**config.mk**
```make
export PLATFORM = sky130hd
export DESIGN_NAME = sorted_priority_queue
export DESIGN_NICKNAME = d
export VERILOG_FILES = /design/src/rtl/spq_pkg.sv /design/src/rtl/sorted_priority_queue.sv /design/src/rtl/spq_ctrl.sv /design/src/rtl/spq_datapath.sv
export SDC_FILE = /design/constraint.sdc
export NUM_CORES = 2
export LEC_CHECK = 0
export BUFFER_PORTS_ARGS = -buffer_cell sky130_fd_sc_hd__buf_2
export CORE_MARGIN = 2
export CORE_UTILIZATION = 55
export CTS_CLUSTER_DIAMETER = 150
export CTS_CLUSTER_SIZE = 8
export DETAILED_ROUTE_END_ITERATION = 16
export HOLD_SLACK_MARGIN = 0.02
export PLACE_DENSITY_LB_ADDON = 0.12
export SLEW_MARGIN = 10
export SYNTH_ARGS = -nofsm -noshare
export SYNTH_HDL_FRONTEND = slang
export SYNTH_SLANG_ARGS = --single-unit
```
**constraint.sdc**
```tcl
create_clock -name clk_i -period 13.2 [get_ports clk_i]
set_clock_uncertainty 0.15 [all_clocks]
set_input_delay 2.64 -clock clk_i [delete_from_list [all_inputs] [get_ports clk_i]]
set_output_delay 2.64 -clock clk_i [all_outputs]
set_load 0.01 [all_outputs]
```
**src/rtl/spq_pkg.sv**
```systemverilog
// spq_pkg: shared types and codes for the sorted priority queue
`timescale 1ns / 1ps

package spq_pkg;

  localparam logic KIND_INSERT = 1'b0;
  localparam logic KIND_REMOVE = 1'b1;

  localparam logic [1:0] ST_DONE  = 2'd0;
  localparam logic [1:0] ST_EMPTY = 2'd1;
  localparam logic [1:0] ST_FULL  = 2'd2;

  typedef struct packed {
    logic               kind;
    logic signed [31:0] item_value;
    logic [7:0]         item_priority;
  } in_t;

  typedef struct packed {
    logic signed [31:0] removed_value;
    logic [1:0]         status;
    logic [4:0]         occupancy;
  } out_t;

  // controller to datapath
  typedef struct packed {
    logic       insert;
    logic       remove;
    logic       load_result;
    logic [1:0] code;
  } cmd_t;

  // datapath to controller
  typedef struct packed {
    logic empty;
    logic full;
  } dp_status_t;

endpackage

```
**src/rtl/sorted_priority_queue.sv**
```systemverilog
// sorted_priority_queue: top level of the bounded sorted priority queue
`timescale 1ns / 1ps

// Bounded priority queue of CAPACITY entries kept in descending priority order in a
// row of register cells. Each beat is an insert or a remove and yields exactly one
// result beat the cycle after it is taken. An insert compares its priority against
// every cell at once and shifts the lower-priority tail down by one, so equal
// priorities leave first in, first out; a remove pops the head and shifts all cells
// up. One item completes per cycle unless stalled: the single output register is the
// only thing that holds the block, and a new beat is taken in the same cycle the
// previous result is taken. Remove on an empty queue reports status 1; an insert
// on a full queue is dropped with status 2. Occupancy shows the count modulo 32.
module sorted_priority_queue #(
  parameter int CAPACITY = 16
) (
  input  logic          clk_i,
  input  logic          rst_ni,
  input  logic          in_valid_i,
  output logic          in_stall_o,
  input  spq_pkg::in_t  in_data_i,
  output logic          out_valid_o,
  input  logic          out_stall_i,
  output spq_pkg::out_t out_data_o
);
  import spq_pkg::*;

  cmd_t       cmd;
  dp_status_t dp_status;

  spq_ctrl u_ctrl (
    .clk_i       (clk_i),
    .rst_ni      (rst_ni),
    .in_valid_i  (in_valid_i),
    .in_stall_o  (in_stall_o),
    .in_kind_i   (in_data_i.kind),
    .out_valid_o (out_valid_o),
    .out_stall_i (out_stall_i),
    .status_i    (dp_status),
    .cmd_o       (cmd)
  );

  spq_datapath #(
    .CAPACITY (CAPACITY)
  ) u_datapath (
    .clk_i      (clk_i),
    .rst_ni     (rst_ni),
    .in_data_i  (in_data_i),
    .cmd_i      (cmd),
    .status_o   (dp_status),
    .out_data_o (out_data_o)
  );

endmodule

```
**src/rtl/spq_ctrl.sv**
```systemverilog
// spq_ctrl: handshake control and operation decode for the sorted priority queue
`timescale 1ns / 1ps

module spq_ctrl (
  input  logic               clk_i,
  input  logic               rst_ni,
  input  logic               in_valid_i,
  output logic               in_stall_o,
  input  logic               in_kind_i,
  output logic               out_valid_o,
  input  logic               out_stall_i,
  input  spq_pkg::dp_status_t status_i,
  output spq_pkg::cmd_t      cmd_o
);
  import spq_pkg::*;

  localparam logic S_IDLE = 1'b0;
  localparam logic S_HOLD = 1'b1;

  logic state_q, state_d;
  logic accept;

  // the output register frees up in the same cycle its beat is taken
  assign in_stall_o = (state_q == S_HOLD) && out_stall_i;
  assign accept     = in_valid_i && !in_stall_o;

  always_comb begin
    cmd_o             = '0;
    cmd_o.load_result = accept;
    cmd_o.code        = ST_DONE;
    if (accept) begin
      if (in_kind_i == KIND_INSERT) begin
        if (status_i.full) begin
          cmd_o.code = ST_FULL;
        end else begin
          cmd_o.insert = 1'b1;
        end
      end else begin
        if (status_i.empty) begin
          cmd_o.code = ST_EMPTY;
        end else begin
          cmd_o.remove = 1'b1;
        end
      end
    end
  end

  always_comb begin
    state_d = state_q;
    case (state_q)
      S_IDLE: begin
        if (accept) state_d = S_HOLD;
      end
      S_HOLD: begin
        if (!out_stall_i && !accept) state_d = S_IDLE;
      end
      default: state_d = S_IDLE;
    endcase
  end

  always_ff @(posedge clk_i or negedge rst_ni) begin
    if (!rst_ni) begin
      state_q <= S_IDLE;
    end else begin
      state_q <= state_d;
    end
  end

  assign out_valid_o = (state_q == S_HOLD);

endmodule

```
**src/rtl/spq_datapath.sv**
```systemverilog
// spq_datapath: sorted entry cells, entry count and result register
`timescale 1ns / 1ps

module spq_datapath #(
  parameter int CAPACITY = 16
) (
  input  logic                clk_i,
  input  logic                rst_ni,
  input  spq_pkg::in_t        in_data_i,
  input  spq_pkg::cmd_t       cmd_i,
  output spq_pkg::dp_status_t status_o,
  output spq_pkg::out_t       out_data_o
);
  import spq_pkg::*;

  localparam int CntW = $clog2(CAPACITY + 1);

  logic [CntW-1:0]    count_q, count_d;
  logic signed [31:0] val_q  [CAPACITY];
  logic [7:0]         prio_q [CAPACITY];
  logic [CAPACITY-1:0] ge;
  out_t               res_q;

  // cells holding an entry of equal or higher priority stay put; this is a prefix
  always_comb begin
    for (int i = 0; i < CAPACITY; i++) begin
      ge[i] = (CntW'(i) < count_q) && (prio_q[i] >= in_data_i.item_priority);
    end
  end

  assign status_o.empty = (count_q == '0);
  assign status_o.full  = (count_q == CntW'(CAPACITY));

  always_comb begin
    count_d = count_q;
    if (cmd_i.insert) count_d = count_q + CntW'(1);
    else if (cmd_i.remove) count_d = count_q - CntW'(1);
  end

  for (genvar g = 0; g < CAPACITY; g++) begin : g_cell
    logic               prev_ge;
    logic signed [31:0] prev_val;
    logic [7:0]         prev_prio;
    logic signed [31:0] next_val;
    logic [7:0]         next_prio;

    if (g == 0) begin : g_head
      assign prev_ge   = 1'b1;
      assign prev_val  = in_data_i.item_value;
      assign prev_prio = in_data_i.item_priority;
    end else begin : g_body
      assign prev_ge   = ge[g-1];
      assign prev_val  = val_q[g-1];
      assign prev_prio = prio_q[g-1];
    end

    if (g == CAPACITY - 1) begin : g_tail
      assign next_val  = val_q[g];
      assign next_prio = prio_q[g];
    end else begin : g_inner
      assign next_val  = val_q[g+1];
      assign next_prio = prio_q[g+1];
    end

    always_ff @(posedge clk_i) begin
      if (cmd_i.insert && !ge[g]) begin
        if (prev_ge) begin
          val_q[g]  <= in_data_i.item_value;
          prio_q[g] <= in_data_i.item_priority;
        end else begin
          val_q[g]  <= prev_val;
          prio_q[g] <= prev_prio;
        end
      end else if (cmd_i.remove) begin
        val_q[g]  <= next_val;
        prio_q[g] <= next_prio;
      end
    end
  end

  always_ff @(posedge clk_i or negedge rst_ni) begin
    if (!rst_ni) begin
      count_q <= '0;
    end else begin
      count_q <= count_d;
    end
  end

  always_ff @(posedge clk_i) begin
    if (cmd_i.load_result) begin
      res_q.removed_value <= cmd_i.remove ? val_q[0] : 32'sd0;
      res_q.status        <= cmd_i.code;
      res_q.occupancy     <= 5'(count_d);
    end
  end

  assign out_data_o = res_q;

endmodule

```
==> metrics <==
outcome=completed; Port Buf Inserts=85; clock sinks=685; Async SR Flop Fraction=0.00876; worst r2r src=u_ctrl.out_valid_o$_DFF_PN0_; R2R setup slack=8.29 ns; # hold bufs at CTS=0; DRC=0; critical path required time=13.49 ns; critical path class=in -> reg; die area=63900 um2; Syn Inst Count=2757; min cycle time layout=6.59 ns; CTS Root Cell=clkbuf_16; synth top area cells=edfxtp_1 60%, a22oi_1 7.1%, o21ai_0 5.5%; Hold Path Class=reg -> reg; Area Overhead vs Synth=10.1%; via/cell ratio=7.26; Synth Net Count=2934; worst r2r path cells=8; routed via count=25.6k; layout filler cell count=4789; Yosys top cell area share=0.599; area leader, netlist=edfxtp_1; Data arrival, critical path=6.88 ns; hold path cells=2; GRT Util Overall=0.329; Yosys warning count=0; Bufs and invs on worst path=5; Max Clk Rate=0.152 GHz; Die Wd=253 um; Worst-Margin Slew=1.33 ns; Hold Crit Start=u_datapath.val_q[0][46]$_DFFE_PP_; CP Launch Type=primary input; setup_tns=0 ns; reg2reg end=u_datapath.val_q[0][46]$_DFFE_PP_; initial cell density of the core=0.554; H-Tree Depth=3; clock buffer count from CTS=95; delay-heaviest family, CP=buffers and inverters; maximum vdd drop=121 uV; placed inst area=35000 um2; GPL Wtd Cong=0.896; Leakage=13.1 nW; WL/cell=30.0 um; Overflow after GRT=0; CP max stage cell=buf_4; Synth Register Bits=685; Mean Syn Cell Area=12.4 um2; Worst Hold End=u_datapath.val_q[0][14]$_DFFE_PP_; Post-synth EDFFs=679; slowest stage delay, CP=0.93 ns; Final Cell Area=37500 um2; Worst-Skew Late Latency=0.65 ns; post-synthesis cell type count=54; Initial DRT Pass Iterations=7; HPWL after detailed placement=59700 um; register area share after synthesis=0.603; most frequent cell after synthesis=edfxtp_1; Ports=86; Slew Viols, Final=0; CP endpoint kind=flip-flop; RSZ-0062 raised after global routing=false; ys flop type=edfxtp_1; CTS tree=done; slew margin rel.=0.113; vias in the first global route=24.9k; core area=61500 um2; Post CTS Setup Buffer Count=0; Starting DRT DRC Count=3300; cts repair resizes=0; Final Setup Violations=0; global-route wire length before repair=158000 um; max_cap viols=0; Fin. Hold Viols=0; # placed instances=3409; crit path max fanout=105; fraction of layout cells with a size suffix above 1=0.118; num rows=91; synth cell count leaders=679 x edfxtp_1, 376 x o21ai_0, 324 x a22oi_1; drt total wl=106000 um; initial antenna violation count=3; largest net degree at the start of global routing=197; most used cell, CP=buf_4; Reg area=20500 um2; Final ANT Viol Nets=0; power density cells=187 nW/um2; CTS Buffer Depth=3; Die Ht=253 um; cell area after synthesis=34100 um2; period utilization=0.499; cells along the critical path=buf_2, a21bo_2, inv_2, buf_4, and3_4, buf_4, buf_4, a22oi_1, o21ai_0; area taken by multi-input logic gates=12600 um2; Non-Filler Instances=3520; clock-pin slew on the worst setup and hold paths=0.05 ns; fin nets=2893
per-stage QoR:
stage | total power, W | util | worst slack (ns) | hold WS (ns)
2_1_floorplan | 0.00419 | - | 5.63 | 0.369
3_3_place_gp | 0.00479 | 0.569 | 6.20 | 0.377
3_5_place_dp | 0.00485 | 0.569 | 6.06 | 0.386
4_1_cts | 0.00701 | 0.610 | 6.74 | 0.401
5_1_grt | 0.00727 | 0.610 | 6.41 | 0.417
6_report | 0.00702 | 0.610 | 6.61 | 0.394
sequential cells by signal, indices dropped and copies added (netlist names):
signal,cells
u_datapath.val_q,512
u_datapath.prio_q,128
u_datapath.out_data_o,39
u_datapath.count_q,5
u_ctrl.out_valid_o,1
logic make-up after synthesis:
family / after synthesis / share of synthesized area
buffers and inverters: 297 / 0.0348
muxes: 40 / 0.0132
and+or+nand+nor: 360 / 0.0464
DFF: 685 / 0.603
AOI/OAI and AO/OA: 1239 / 0.253
xor gates and xnor gates: 4 / 0.00103
adders and majority gates: 132 / 0.0485
worst register-to-register path, stage by stage, from the launching register on:
cell,delay [ns]
dfrtp_1,0.39
a21bo_2,0.30
inv_2,0.42
buf_4,0.51
and3_4,0.69
buf_4,0.81
buf_4,0.98
a22oi_1,0.28
o21ai_0,0.16
cell usage in the layout (no fill, tap or decap), types with 85 or more instances in the layout:
| cell | instances |
|---|---|
| o21ai_0 | 374 |
| nor2_1 | 89 |
| clkbuf_16 | 96 |
| a22oi_1 | 323 |
| buf_2 | 85 |
| a221o_1 | 163 |
| ha_1 | 132 |
| nand2_1 | 159 |
| a21oi_1 | 130 |
| edfxtp_1 | 679 |
layout make-up:
class,count,area share
Sequential cell,685,0.548
Clock buffer,105,0.0650
Clock inverter,4,0.00140
Inverter,26,0.00260
Multi-Input combinational cell,1775,0.335
Tap cell,790,0.0264
Antenna cell,2,0.000133
Timing Repair Buffer,133,0.0213
power breakdown:
group / internal [W] / total (W) / switching (W) / leakage, nW
combinational: 0.000496 / 0.00162 / 0.00112 / 5.42
sequential: 0.00297 / 0.00324 / 0.000270 / 6.49
clock: 0.00128 / 0.00216 / 0.000883 / 1.22
how the worst max path moves through the flow:
stage / start / end / slack [ns] / cells past startpoint
6_report: in_valid_i / u_datapath.val_q[0][46]$_DFFE_PP_ / 6.61 / 9
5_1_grt: in_valid_i / u_datapath.val_q[1][45]$_DFFE_PP_ / 6.41 / 9
4_1_cts: in_valid_i / u_datapath.val_q[0][51]$_DFFE_PP_ / 6.74 / 9
3_5_place_dp: in_valid_i / u_datapath.val_q[0][51]$_DFFE_PP_ / 6.06 / 9
3_3_place_gp: in_valid_i / u_datapath.val_q[1][80]$_DFFE_PP_ / 6.20 / 9
2_1_floorplan: in_data_i[1] / u_datapath.prio_q[1][48]$_DFFE_PP_ / 5.63 / 7
metal layers:
metal / global-route usage / vias up / share of wire
li1: - / 11000 / -
met1: 0.457 / 12800 / 0.41
met2: 0.504 / 1510 / 0.46
met3: 0.0663 / 249 / 0.097
met4: 0.144 / 0 / 0.040
met5: 0.00309 / - / 0
Power figures use the tool's default switching activity.
